[config.mk]
export PLATFORM = sky130hd
export DESIGN_NAME = bem_map_ram
export DESIGN_NICKNAME = d
export VERILOG_FILES = /design/src/rtl/bem_pkg.sv /design/src/rtl/bem_map_ram.sv
export SDC_FILE = /design/constraint.sdc
export NUM_CORES = 2
export LEC_CHECK = 0
export BUFFER_PORTS_ARGS = -buffer_cell sky130_fd_sc_hd__buf_2
export CAP_MARGIN = 40
export CORE_MARGIN = 10
export CORE_UTILIZATION = 45
export CTS_CLUSTER_DIAMETER = 60
export DETAILED_ROUTE_END_ITERATION = 6
export PLACE_DENSITY_LB_ADDON = 0.08
export REMOVE_ABC_BUFFERS = 1
export SETUP_SLACK_MARGIN = 0.05
export SKIP_CTS_REPAIR_TIMING = 1
export SLEW_MARGIN = 5
export SYNTH_ARGS = -nofsm -noshare
export SYNTH_HDL_FRONTEND = slang
export SYNTH_SLANG_ARGS = --single-unit
[constraint.sdc]
create_clock -name clk -period 2.5 [get_ports clk]
set_input_delay 0.25 -clock clk [delete_from_list [all_inputs] [get_ports clk]]
set_output_delay 0.25 -clock clk [all_outputs]
set_load 0.005 [all_outputs]
[src/rtl/bem_pkg.sv]
// bem_pkg: shared constants, status and command codes, state type and helpers
// for the bitmap element allocator. Used by every file in rtl/.
package bem_pkg;

    localparam int MAX_ELEMS     = 4096;
    localparam int MAP_WORD_BITS = 64;
    localparam int MAP_WORDS     = MAX_ELEMS / MAP_WORD_BITS;
    localparam int ADDR_W        = $clog2(MAP_WORDS);
    localparam int BIT_W         = $clog2(MAP_WORD_BITS);
    localparam int IDX_W         = $clog2(MAX_ELEMS);
    localparam int CNT_W         = 13;
    localparam int SIZE_W        = 13;
    localparam int OFF_W         = 24;
    localparam int STATUS_W      = 3;
    localparam int CFG_INDEX_W   = 1;
    localparam int WCNT_W        = ADDR_W + 1;

    localparam logic [STATUS_W-1:0] ST_OK           = 3'd0;
    localparam logic [STATUS_W-1:0] ST_FULL         = 3'd1;
    localparam logic [STATUS_W-1:0] ST_MISALIGNED   = 3'd2;
    localparam logic [STATUS_W-1:0] ST_RANGE        = 3'd3;
    localparam logic [STATUS_W-1:0] ST_ALREADY_FREE = 3'd4;

    localparam logic CMD_ALLOC = 1'b0;
    localparam logic CMD_FREE  = 1'b1;

    localparam logic [CFG_INDEX_W-1:0] CFG_ELEM_SIZE  = 1'd0;
    localparam logic [CFG_INDEX_W-1:0] CFG_ELEM_COUNT = 1'd1;

    localparam logic [SIZE_W-1:0] ELEM_SIZE_RESET  = 13'd64;
    localparam logic [CNT_W-1:0]  ELEM_COUNT_RESET = 13'd4096;
    localparam logic [CNT_W-1:0]  CNT_CAP          = CNT_W'(MAX_ELEMS);
    localparam logic [CNT_W-1:0]  CNT_MAX          = '1;

    typedef logic [MAP_WORD_BITS-1:0] map_word_t;

    typedef struct packed {
        logic             en;
        logic [ADDR_W-1:0] addr;
        map_word_t        data;
    } map_wr_t;

    typedef enum logic [2:0] {
        S_IDLE,
        S_SCAN,
        S_DIV,
        S_FREE_CHK,
        S_FINISH
    } state_t;

    // position of the lowest set bit, zero when none is set
    function automatic logic [BIT_W-1:0] lowest_set(input map_word_t v);
        logic [BIT_W-1:0] pos;
        pos = '0;
        for (int i = MAP_WORD_BITS - 1; i >= 0; i--) begin
            if (v[i])
            begin
                pos = BIT_W'(i);
            end
        end
        return pos;
    endfunction

endpackage

[src/rtl/bem_map_ram.sv]
// bem_map_ram: free bitmap store, one write and one registered read a cycle.
// Per-word valid bits make unwritten words read as all free. Uses bem_pkg.
module bem_map_ram
(
    input  logic                       clk,
    input  logic                       rst_n,
    input  logic                       rd_en,
    input  logic [bem_pkg::ADDR_W-1:0] rd_addr,
    output bem_pkg::map_word_t         rd_data,
    input  bem_pkg::map_wr_t           wr
);

    bem_pkg::map_word_t             mem [bem_pkg::MAP_WORDS];
    bem_pkg::map_word_t             rd_word_reg;
    logic [bem_pkg::MAP_WORDS-1:0]  word_valid_reg;
    logic                           rd_valid_reg;

    always_ff @(posedge clk)
    begin
        if (wr.en)
        begin
            mem[wr.addr] <= wr.data;
        end
        if (rd_en)
        begin
            rd_word_reg <= mem[rd_addr];
        end
    end

    always_ff @(posedge clk or negedge rst_n)
    begin
        if (!rst_n)
        begin
            word_valid_reg <= '0;
            rd_valid_reg   <= 1'b0;
        end
        else
        begin
            if (wr.en)
            begin
                word_valid_reg[wr.addr] <= 1'b1;
            end
            if (rd_en)
            begin
                rd_valid_reg <= word_valid_reg[rd_addr];
            end
        end
    end

    // a word never written still holds its reset value, every element free
    assign rd_data = rd_valid_reg ? rd_word_reg : '1;

endmodule

==> results.cfg <==
[clock_tree]
cts_buffers = 448
cts.sinks = 4225
cts_buffer_depth = 4
clockRootBuffer = clkbuf_16
insertion_delay_ns = 0.99
cts_tree = yes
cts_htree_levels = 5
clkTransAtPathRegs_ns = 0.06

[die]
core_region_area_um2 = 353000
io_pins = 144
fp.dieH_um = 616
dieArea_um2 = 379000
rows = 218
die_w_um = 616
start_util_pct = 45.2

[yosys]
synthCells = 6310
synth_cell_types = 29
synth_top_family_by_area = multiplexers
synth_fa_ha_area_share_pct = 0
synth_seq_cells = 4225
synthSimpleGateAreaFrac_pct = 0.947
seq_area_frac_synth_pct = 79.2
synth_xor_area_share_pct = 0
synth_edf_count = 4160
synth_area_per_cell_um2 = 25.3
yosysWarnings = 0
synth_mux_area_share_pct = 18.3
ys_async_sr_fraction_pct = 1.54
synth_area_um2 = 160000
synth_compound_area_share_pct = 0.653
synth_ff_type = edfxtp_1

[cells_and_area]
instances_no_fill = 12600
nNetsFinal = 7509
drive_gt1_share_pct = 38.3
layout_commonest_cell = edfxtp_1
largest_reg_flops = 4096
fin_util_pct = 54.2
fillers = 26500
area_growth_pct = 19.8
final_cell_mix = edfxtp_1 (4160), mux4_2 (1289), clkbuf_16 (455)

[sta]
fin_hold_ws_ns = -0.0110
rsz0062_at_grt = true
worst-slew-pin-transition_ns = 0.982
hold_violations = 5
fmax_mhz = 393
clock_skew_ns = 0.0495
postLayoutSetupSlackWorst_ns = -0.0456
period_minus_slack_ns = 2.55
drv_slew = 0
fin_crit_sh_pct = 102
setup_viol_count_final = 5
slew_headroom_pct = 34.6

[flow_run]
max-cap-violations = 0

[grt]
grt_pass1_wl_um = 657000
antenna_found_initial = 29
grt_max_degree = 65
track_usage_pct = 24.8
grt_overflow = 0
first_global_vias = 77800

[setup_path]
critical_path_required_ns = 2.25
start_kind = flop
reg2reg_from = mem[62][4]
reg2regPathDepth = 4
critPathArrivalTime_ns = 2.30
r2r_end = rd_word_reg[4]
critical_path_class = reg2out
end_kind = output port
rrSetupSlack_ns = 0.29
critPathMaxFanout = 6

[route]
ant_nets = 0
avgRoutedWirePerCell_um = 38.1
drc = 0
vias = 77100
routed_wl_um = 478000
viasPerCell = 6.14
drtPass1Iterations = 6
drt_iter0_drc = 10600

[placement]
place.gp.congestion = 0.771
dp_hpwl_um = 275000
dp_cells = 11600
portBuffers = 143

[pwr]
p_leak_nw = 61.0
seq_power_share_pct = 51.7
p_clk_share_pct = 43.0
vdd_ir_drop_max_v = 0.000637
power_switching_share_pct = 21.4
internal_power_mw = 120
p_switching_mw = 32.6
combPwrFrac_pct = 5.3
p_per_area_nw_per_um2 = 797

[run_status]
status = complete, but fails checks
violations = negative hold slack, negative setup slack

[worst_hold_path]
hold_end = mem[7][11]
min_path_cells = 1
hold_path.class = in2reg
holdCritStartpoint = wr[11]
[routing by layer]
| metal | global-route usage, % | vias to the layer above | share of wire (%) |
|---|---|---|---|
| li1 | - | 29900 | - |
| met4 | 6.92 | 8 | 2.9 |
| met3 | 3.74 | 738 | 7.0 |
| met2 | 40.4 | 3428 | 49 |
| met5 | 0 | - | 0.010 |
| met1 | 35.3 | 43000 | 41 |
[cells in the mapped netlist, types with 2 or more instances]
library cell / count / area (um^2)
nand2_1: 74 / 278
buf_6: 2 / 22.5
inv_1: 3 / 11.3
dfrtp_1: 65 / 1630
or2_2: 65 / 407
clkbuf_1: 182 / 683
nor2_1: 68 / 255
edfxtp_1: 4160 / 125000
a22oi_1: 132 / 991
buf_1: 38 / 143
nor3_1: 2 / 10.0
nor2b_1: 7 / 43.8
a31oi_1: 2 / 12.5
mux4_2: 1289 / 29000
buf_2: 90 / 450
buf_4: 22 / 165
nand2b_1: 67 / 419
nand3b_1: 2 / 15.0
mux2i_1: 20 / 200
a311oi_1: 2 / 17.5
nand3_1: 10 / 50.1
[power by group through the flow]
stage	combinational, mW	clock [mW]	sequential [mW]
after global placement	7.76	0	80.4
final	8.16	65.6	78.9
after CTS	8.05	66.6	79.0
after floorplan	3.21	0	80.3
after global routing	8.65	69.4	78.9
after detailed placement	8.03	0	80.4
[stage by stage]
step	instance area, um^2	setup TNS (ns)	power (mW)	worst slack, ns
after floorplan	158000	-5922.12	83.5	-3.21
after global placement	175000	-19.85	88.2	-0.624
after detailed placement	176000	-19.90	88.5	-0.613
after CTS	190000	-12.80	154	-0.432
after global routing	191000	-0.539	157	-0.0558
final	191000	-0.0876	153	-0.0456
[worst max-delay path, cell delays in order, from the launching register on]
cell,delay (ns)
dfrtp_4,0.57
buf_12,0.20
nand2b_1,0.32
buf_2,0.19
[area by class of cell]
| class | count | area [um^2] | area share [%] |
|---|---|---|---|
| multi-input cells | 1748 | 32300 | 16.9 |
| well taps | 4730 | 5920 | 3.09 |
| repair buffers | 1003 | 12100 | 6.34 |
| clock buffers | 548 | 11800 | 6.16 |
| diodes | 12 | 30.0 | 0.0157 |
| inverters | 3 | 11.3 | 0.00588 |
| clock inverters | 285 | 2710 | 1.42 |
| flip-flops and latches | 4225 | 127000 | 66.1 |
[how the worst max path moves through the flow]
stage,start,endpoint,depth (start not counted)
finish,rd_valid_reg,rd_data[0],3
global route,rd_valid_reg,rd_data[0],3
CTS,rd_valid_reg,rd_data[43],3
detailed placement,rd_addr[0],rd_word_reg[4],7
global placement,rd_addr[0],rd_word_reg[4],7
floorplan,wr[67],word_valid_reg[48],4
[logic make-up after synthesis]
kind of cell	after synthesis
DFF	4225
muxes	1309
buffers and inverters	337
and+or+nand+nor	300
AOI/OAI and AO/OA	139
Note: power is estimated with default switching activity, not from simulation.
