File: src/rtl/bem_pkg.sv
// bem_pkg: shared constants, status and command codes, state type and helpers
// for the bitmap element allocator. Used by every file in rtl/.
package bem_pkg;

    localparam int MAX_ELEMS     = 4096;
    localparam int MAP_WORD_BITS = 64;
    localparam int MAP_WORDS     = MAX_ELEMS / MAP_WORD_BITS;
    localparam int ADDR_W        = $clog2(MAP_WORDS);
    localparam int BIT_W         = $clog2(MAP_WORD_BITS);
    localparam int IDX_W         = $clog2(MAX_ELEMS);
    localparam int CNT_W         = 13;
    localparam int SIZE_W        = 13;
    localparam int OFF_W         = 24;
    localparam int STATUS_W      = 3;
    localparam int CFG_INDEX_W   = 1;
    localparam int WCNT_W        = ADDR_W + 1;

    localparam logic [STATUS_W-1:0] ST_OK           = 3'd0;
    localparam logic [STATUS_W-1:0] ST_FULL         = 3'd1;
    localparam logic [STATUS_W-1:0] ST_MISALIGNED   = 3'd2;
    localparam logic [STATUS_W-1:0] ST_RANGE        = 3'd3;
    localparam logic [STATUS_W-1:0] ST_ALREADY_FREE = 3'd4;

    localparam logic CMD_ALLOC = 1'b0;
    localparam logic CMD_FREE  = 1'b1;

    localparam logic [CFG_INDEX_W-1:0] CFG_ELEM_SIZE  = 1'd0;
    localparam logic [CFG_INDEX_W-1:0] CFG_ELEM_COUNT = 1'd1;

    localparam logic [SIZE_W-1:0] ELEM_SIZE_RESET  = 13'd64;
    localparam logic [CNT_W-1:0]  ELEM_COUNT_RESET = 13'd4096;
    localparam logic [CNT_W-1:0]  CNT_CAP          = CNT_W'(MAX_ELEMS);
    localparam logic [CNT_W-1:0]  CNT_MAX          = '1;

    typedef logic [MAP_WORD_BITS-1:0] map_word_t;

    typedef struct packed {
        logic             en;
        logic [ADDR_W-1:0] addr;
        map_word_t        data;
    } map_wr_t;

    typedef enum logic [2:0] {
        S_IDLE,
        S_SCAN,
        S_DIV,
        S_FREE_CHK,
        S_FINISH
    } state_t;

    // position of the lowest set bit, zero when none is set
    function automatic logic [BIT_W-1:0] lowest_set(input map_word_t v);
        logic [BIT_W-1:0] pos;
        pos = '0;
        for (int i = MAP_WORD_BITS - 1; i >= 0; i--) begin
            if (v[i])
            begin
                pos = BIT_W'(i);
            end
        end
        return pos;
    endfunction

endpackage

File: src/rtl/bem_div.sv
// bem_div: restoring divider, one quotient bit per cycle, for offset / element size.
// Uses bem_pkg for widths.
module bem_div
(
    input  logic                       clk,
    input  logic                       rst_n,
    input  logic                       start,
    input  logic [bem_pkg::OFF_W-1:0]  dividend,
    input  logic [bem_pkg::SIZE_W-1:0] divisor,
    output logic                       done,
    output logic [bem_pkg::OFF_W-1:0]  quotient,
    output logic [bem_pkg::SIZE_W-1:0] remainder
);

    localparam int STEP_W = $clog2(bem_pkg::OFF_W);

    logic                       busy_reg, busy_next;
    logic                       done_reg, done_next;
    logic [STEP_W-1:0]          step_reg, step_next;
    logic [bem_pkg::SIZE_W-1:0] rem_reg, rem_next;
    logic [bem_pkg::OFF_W-1:0]  quo_reg, quo_next;
    logic [bem_pkg::SIZE_W-1:0] dvs_reg, dvs_next;
    logic [bem_pkg::SIZE_W:0]   trial;
    logic                       fits;

    assign trial = {rem_reg, quo_reg[bem_pkg::OFF_W-1]};
    assign fits  = trial >= {1'b0, dvs_reg};

    always_comb
    begin
        busy_next = busy_reg;
        done_next = 1'b0;
        step_next = step_reg;
        rem_next  = rem_reg;
        quo_next  = quo_reg;
        dvs_next  = dvs_reg;
        if (start)
        begin
            busy_next = 1'b1;
            step_next = '0;
            rem_next  = '0;
            quo_next  = dividend;
            dvs_next  = divisor;
        end
        else if (busy_reg)
        begin
            // remainder stays below the divisor, so it fits back in SIZE_W bits
            rem_next = fits ? bem_pkg::SIZE_W'(trial - {1'b0, dvs_reg})
                            : trial[bem_pkg::SIZE_W-1:0];
            quo_next = {quo_reg[bem_pkg::OFF_W-2:0], fits};
            step_next = step_reg + STEP_W'(1);
            if (step_reg == STEP_W'(bem_pkg::OFF_W - 1))
            begin
                busy_next = 1'b0;
                done_next = 1'b1;
            end
        end
    end

    always_ff @(posedge clk or negedge rst_n)
    begin
        if (!rst_n)
        begin
            busy_reg <= 1'b0;
            done_reg <= 1'b0;
            step_reg <= '0;
        end
        else
        begin
            busy_reg <= busy_next;
            done_reg <= done_next;
            step_reg <= step_next;
        end
    end

    always_ff @(posedge clk)
    begin
        rem_reg <= rem_next;
        quo_reg <= quo_next;
        dvs_reg <= dvs_next;
    end

    assign done      = done_reg;
    assign quotient  = quo_reg;
    assign remainder = rem_reg;

endmodule

File: config.mk
export PLATFORM = sky130hd
export DESIGN_NAME = bem_div
export DESIGN_NICKNAME = d
export VERILOG_FILES = /design/src/rtl/bem_pkg.sv /design/src/rtl/bem_div.sv
export SDC_FILE = /design/constraint.sdc
export NUM_CORES = 1
export LEC_CHECK = 0
export BUFFER_PORTS_ARGS = -buffer_cell sky130_fd_sc_hd__buf_4
export CELL_PAD_IN_SITES_DETAIL_PLACEMENT = 0
export CELL_PAD_IN_SITES_GLOBAL_PLACEMENT = 1
export CORE_ASPECT_RATIO = 2
export CORE_MARGIN = 4
export CORE_UTILIZATION = 45
export CTS_CLUSTER_DIAMETER = 120
export CTS_CLUSTER_SIZE = 16
export DETAILED_ROUTE_END_ITERATION = 7
export PLACE_DENSITY = 0.88
export SLEW_MARGIN = 15
export SYNTH_ARGS = -nofsm -noshare
export SYNTH_HDL_FRONTEND = slang
export SYNTH_SLANG_ARGS = --single-unit
File: constraint.sdc
create_clock -name clk -period 4 [get_ports clk]
set_clock_uncertainty 0.15 [all_clocks]
set_input_delay 0 -clock clk [delete_from_list [all_inputs] [get_ports clk]]
set_output_delay 0 -clock clk [all_outputs]
set_load 0.1 [all_outputs]
==> flow_summary.ini, run 1 <==
[floorplanning]
die_w_um = 66.3
initial_core_util_pct = 46.3
core_um2 = 6620
rows = 42
die_h_um = 125
die_area_um2 = 8270
top_level_ports = 78

[global_routing]
grt_overflow = 0
grt_antenna_before_repair = 0
grt_use_total_pct = 20.8
grt_max_degree = 59
grt_pass1_wl_mm = 13.0
first_global_vias = 2717

[status]
outcome = finished clean

[timing]
setup_viol = 0
finalHoldViolations = 0
worst_pin_slew_ps = 720
rsz0062_at_grt = false
setup_ws_ps = 1030
max_clock_freq_mhz = 337
slew_headroom_pct = 52.0
drv_slew = 0
min_period_ps = 2970
period_share_pct = 74.2
fin_tns_setup_ps = 0

[yosys]
synth_top_cell_area_share_pct = 36.3
synthCells = 267
synth_top_area_cell = edfxtp_1
yosysWarnings = 0
synth_cell_types = 56
synth_area_um2 = 3060
synth_flop_cell = edfxtp_1
ys_ff_latch = 57
synth_fp_nets = 322
seq_area_frac_synth_pct = 50.5
synth.avg_cell_area_um2 = 11.5
synth_edf_count = 37
synthArstFlopShare_pct = 12.3
synth_top_cells_by_area = edfxtp_1 36%, dfxtp_1 8.5%, mux2_2 8.5%

[setup_path]
path_cells = inv_1 > ha_1 > inv_1 > fa_1 > a21oi_2 > o221ai_2 > a211oi_1 > o21a_2 > a211oi_1 > a2111oi_2
cp-end-kind = register
path_max_fanout = 21
required_ps = 4070
worstSetupPathType = register to register
cp.arrival_ps = 3040
cpMaxStageDelayCell = o21a_2
max_stage_delay_ps = 500
crit_path_start_kind = register

[detailed_routing]
routed_via_density = 5.36
totalWireLength_mm = 8.05
avgRoutedWirePerCell_um = 16.9
drt-pass1-iter-count = 4
drc_errors = 0
drt_iter0_markers = 67
drtAntennaViolNets = 0
vias = 2551

[clocking]
path_clk_slew_ps = 50
clk_latency_ps = 320
root_buffer = clkbuf_16
cts_tree = built
cts_setup_buffers = 0
cts_sinks = 57
cts_buffers = 9
clk_path_buf_depth = 2
htree_num_levels = 3

[power_and_ir_drop]
p_per_area_nw_per_um2 = 718
power.total_mw = 3.13
max-vdd-ir-drop_uv = 518
leakage_nw = 1.92

[placed_design]
io_buffers = 77
dp_hpwl_mm = 5.16
dp_slack_ps = 1050
gp_congestion = 0.843

[flow_run]
drv_cap = 0

[final_layout]
syn_to_final_growth_pct = 42.3
largest_reg_flops = 24
nets = 438
drive_gt1_share_pct = 31.4
num_antenna_cells = 0

[min_path]
hold_path_class = input pin to register
-- worst paths after layout --
path,from,to,slack [ps],cells past startpoint
min reg2reg,remainder[2]$_SDFFE_PP0P_,remainder[2]$_SDFFE_PP0P_,360,2
max,quotient[23]$_DFFE_PP_,remainder[9]$_SDFFE_PP0P_,1030,10
max in group asynchronous,rst_n,step_reg[2]$_DFFE_PN0P_,2970,3
max reg2reg,quotient[23]$_DFFE_PP_,remainder[9]$_SDFFE_PP0P_,1030,10
min in group asynchronous,rst_n,done$_DFF_PN0_,490,3
min,start,dvs_reg[8]$_DFFE_PP_,100,1
-- per-stage QoR --
stage          area (um^2)  hold WS, ps  utilization [%]  instances
2_1_floorplan         3060         -446                -        267
3_3_place_gp          3700         -333             55.8        421
3_5_place_dp          3700         -333             55.8        421
4_1_cts               4360         86.4             65.8        476
5_1_grt               4360          111             65.8        476
6_report              4360         99.6             65.8        476
-- power by group --
part           total (mW)  switching (mW)  internal, mW
logic                1.59            1.10         0.493
registers           0.828          0.0905         0.738
clock network       0.709           0.255         0.454
-- area by class of cell --
type | instances | area, um^2
fill | 542 | 2260
sequential | 57 | 1550
multi-input combinational | 175 | 1370
timing repair buffer | 117 | 976
clock buffer | 16 | 272
tap | 88 | 110
inverter | 23 | 86.3
-- critical path, delay by kind of cell, from the launching register on --
kind	cells	cell delay [ps]
compound gates	6	1570
fa+ha+maj	2	580
flops	1	410
buf+inv	2	140
-- cell usage after synthesis, types with 2 or more instances --
cell	n
inv_1	22
or2_2	2
a2111oi_2	2
clkbuf_1	3
nand2_1	11
o211ai_1	2
o31a_1	2
buf_4	2
and3_1	2
dfxtp_1	13
o21ai_0	7
a211oi_1	7
ha_1	14
nand4_1	3
a21o_1	5
xor2_1	5
dfrtp_1	7
a311oi_1	4
nor2b_1	3
nor3b_1	2
nor4_1	3
a21oi_1	10
buf_1	5
mux2i_1	8
xnor2_1	6
mux2_2	23
nor2_1	22
nand3_1	4
a21oi_2	2
edfxtp_1	37
nor3_1	4
-- cells in the final DEF (no fill, tap or decap), types with 4 or more instances in the layout --
master	netlist	final
a211oi_1	7	7
a21o_1	5	5
a21oi_1	10	10
a311oi_1	4	4
buf_4	2	78
clkbuf_1	3	5
clkbuf_16	0	9
dfrtp_1	7	7
dfxtp_1	13	13
dlygate4sd3_1	0	39
edfxtp_1	37	37
ha_1	14	14
inv_1	22	22
mux2_2	23	23
mux2i_1	8	8
nand2_1	11	11
nand3_1	4	4
nor2_1	22	22
nor3_1	4	4
o21ai_0	7	7
xnor2_1	6	6
xor2_1	5	5
-- what timing repair did --
action / in CTS / in global routing
setup endpoints to repair: 0 / 0
resized for setup: 0 / 0
hold buffers: 39 / 0
endpoints found under the hold margin: 44 / 0
-- metal layers --
metal  GRT usage [%]  wire length, um  vias up
li1                -                -     1230
met1            22.0             3030     1226
met2            35.3             4320       78
met3            7.49              457       17
met4            9.70              240        0
met5               0                0        -
-- logic make-up (layout without fill, tap and decap cells) --
group | after synthesis | count (layout) | share of synthesized area (%)
AND/OR/NAND/NOR | 60 | 60 | 9.44
AO/OA/AOI/OAI | 58 | 58 | 14.7
flip-flops | 57 | 57 | 50.5
buffers and inverters | 35 | 156 | 4.82
multiplexers | 31 | 31 | 11.1
adder cells (fa/ha/maj) | 15 | 15 | 6.37
XOR/XNOR | 11 | 11 | 3.15
No activity file was read; power rests on OpenSTA's default activity.
==> run 2, diff against run 1 <==
Settings changed: CORE_UTILIZATION 45 to 41, PLACE_DENSITY 0.88 to 0.81.
Clock period 4 ns to 2.9 ns, I/O delays scaled along.
==> flow_summary.ini, run 2 (synthesis results as in run 1) <==
[setup_path]
path_max_fanout = 7
crit_buf_inv = 3
cp-end-kind = register
max_stage_delay_ps = 400
crit_path_start_kind = register
worstSetupPathType = register to register
cpMaxStageDelayCell = edfxtp_1
required_ps = 2930
cp.arrival_ps = 2670
crit_family = compound AO/OA/AOI/OAI gates
path_cells = inv_1 > ha_2 > inv_2 > fa_2 > a21oi_2 > o221ai_2 > a211oi_2 > o21a_2 > buf_4 > mux2i_1 > a211oi_1

[flow_run]
drv_cap = 0

[timing]
min_period_ps = 2640
drv_slew = 0
period_share_pct = 90.9
setup_viol = 0
setup_ws_ps = 264
slew_headroom_pct = 62.9
max_clock_freq_mhz = 379
finalHoldViolations = 0
worst_pin_slew_ps = 543
hold_slack_ps = 3.79
rsz0062_at_grt = false

[final_layout]
fin_util_pct = 61.6
multiInputGateArea_um2 = 1380
drive_gt1_share_pct = 33.9
nets = 445
final_area_um2 = 4470
n_fill_cell = 612
syn_to_final_growth_pct = 46.0
final_common_cell = buf_4
num_antenna_cells = 0
largest_reg_flops = 24
final_cell_mix = 84 x buf_4, 39 x dlygate4sd3_1, 37 x edfxtp_1
ff_latch_area_um2 = 1550

[global_routing]
grt_use_total_pct = 18.6
grt_pass1_wl_mm = 12.9
grt_max_degree = 45
grt_overflow = 0
grt_antenna_before_repair = 0
first_global_vias = 2768

[floorplanning]
rows = 44
initial_core_util_pct = 42.1
die_w_um = 69.1
core_um2 = 7270
top_level_ports = 78
die_h_um = 130
die_area_um2 = 9000

[power_and_ir_drop]
max-vdd-ir-drop_uv = 651
power.total_mw = 4.55
p_per_area_nw_per_um2 = 1020
leakage_nw = 1.97

[placed_design]
dp_slack_ps = 267
gp_congestion = 0.860
dpl_cell_area_um2 = 3780
io_buffers = 77
dp_hpwl_mm = 5.54

[clocking]
htree_num_levels = 3
cts_sinks = 57
path_clk_slew_ps = 50
cts_tree = built
root_buffer = clkbuf_16
clk_path_buf_depth = 2
clk_latency_ps = 320
cts_buffers = 9
cts_setup_buffers = 0

[detailed_routing]
drt-pass1-iter-count = 4
routed_via_density = 5.26
vias = 2563
totalWireLength_mm = 7.91
drtAntennaViolNets = 0
drc_errors = 0
drt_iter0_markers = 132
avgRoutedWirePerCell_um = 16.2

[status]
outcome = finished clean

[min_path]
hold_path_class = input pin to register
## run 2: changes by cell type in the layout (fill, tap and decap cells not counted), moves of 2 or more
| cell | delta |
|---|---|
| buf_4 | +6 |
| bufinv_16 | +2 |
| clkbuf_1 | -2 |
| clkbuf_8 | -2 |
| clkinv_1 | +2 |
## run 2: timing repair
action / in CTS / in global routing
endpoints found under the hold margin: 44 / 0
hold buffers: 39 / 0
gates resized for setup: 0 / 0
## run 2: per-layer routing
metal / GRT usage (%) / share of wire, % / vias up
met4: 12.7 / 4.0 / 0
met1: 17.3 / 35 / 1216
met5: 0 / 0 / -
met2: 34.6 / 55 / 80
li1: - / - / 1244
met3: 5.32 / 5.9 / 23
## run 2: layout make-up
type	count	area share (%)
Clock buffer	12	5.29
Timing Repair Buffer	124	23.3
Multi-Input combinational cell	175	30.8
Sequential cell	57	34.6
Tap cell	92	2.57
Inverter	23	1.93
Clock inverter	4	1.51
## run 2: final timing paths
| kind | from | end | slack, ps | cells after the start |
|---|---|---|---|---|
| min in group asynchronous | rst_n | step_reg[0]$_DFFE_PN0P_ | 480 | 3 |
| min reg2reg | remainder[2]$_SDFFE_PP0P_ | remainder[2]$_SDFFE_PP0P_ | 360 | 2 |
| max in group asynchronous | rst_n | busy_reg$_DFF_PN0_ | 1870 | 3 |
| max reg2reg | quotient[23]$_DFFE_PP_ | remainder[1]$_SDFFE_PP0P_ | 260 | 11 |
| max | quotient[23]$_DFFE_PP_ | remainder[1]$_SDFFE_PP0P_ | 260 | 11 |
| min | start | step_reg[2]$_DFFE_PN0P_ | 4 | 2 |
## run 2: power by group
group	internal, mW	switching [mW]
logic	0.766	1.56
clock network	0.745	0.337
registers	1.02	0.120
## run 2: metrics by stage
step | setup TNS (ps) | cells
detailed placement | 0 | 432
finish | 0 | 487
global route | 0 | 487
global placement | 0 | 432
floorplan | -9.78 | 267
CTS | 0 | 487
## run 2: worst register-to-register path: cells and delay by family, from the launching register on
family                   cells  cell delay, ps
buffers and inverters        3             310
AO/OA/AOI/OAI                5             900
flip-flops                   1             400
adder cells (fa/ha/maj)      2             540
multiplexers                 1             190
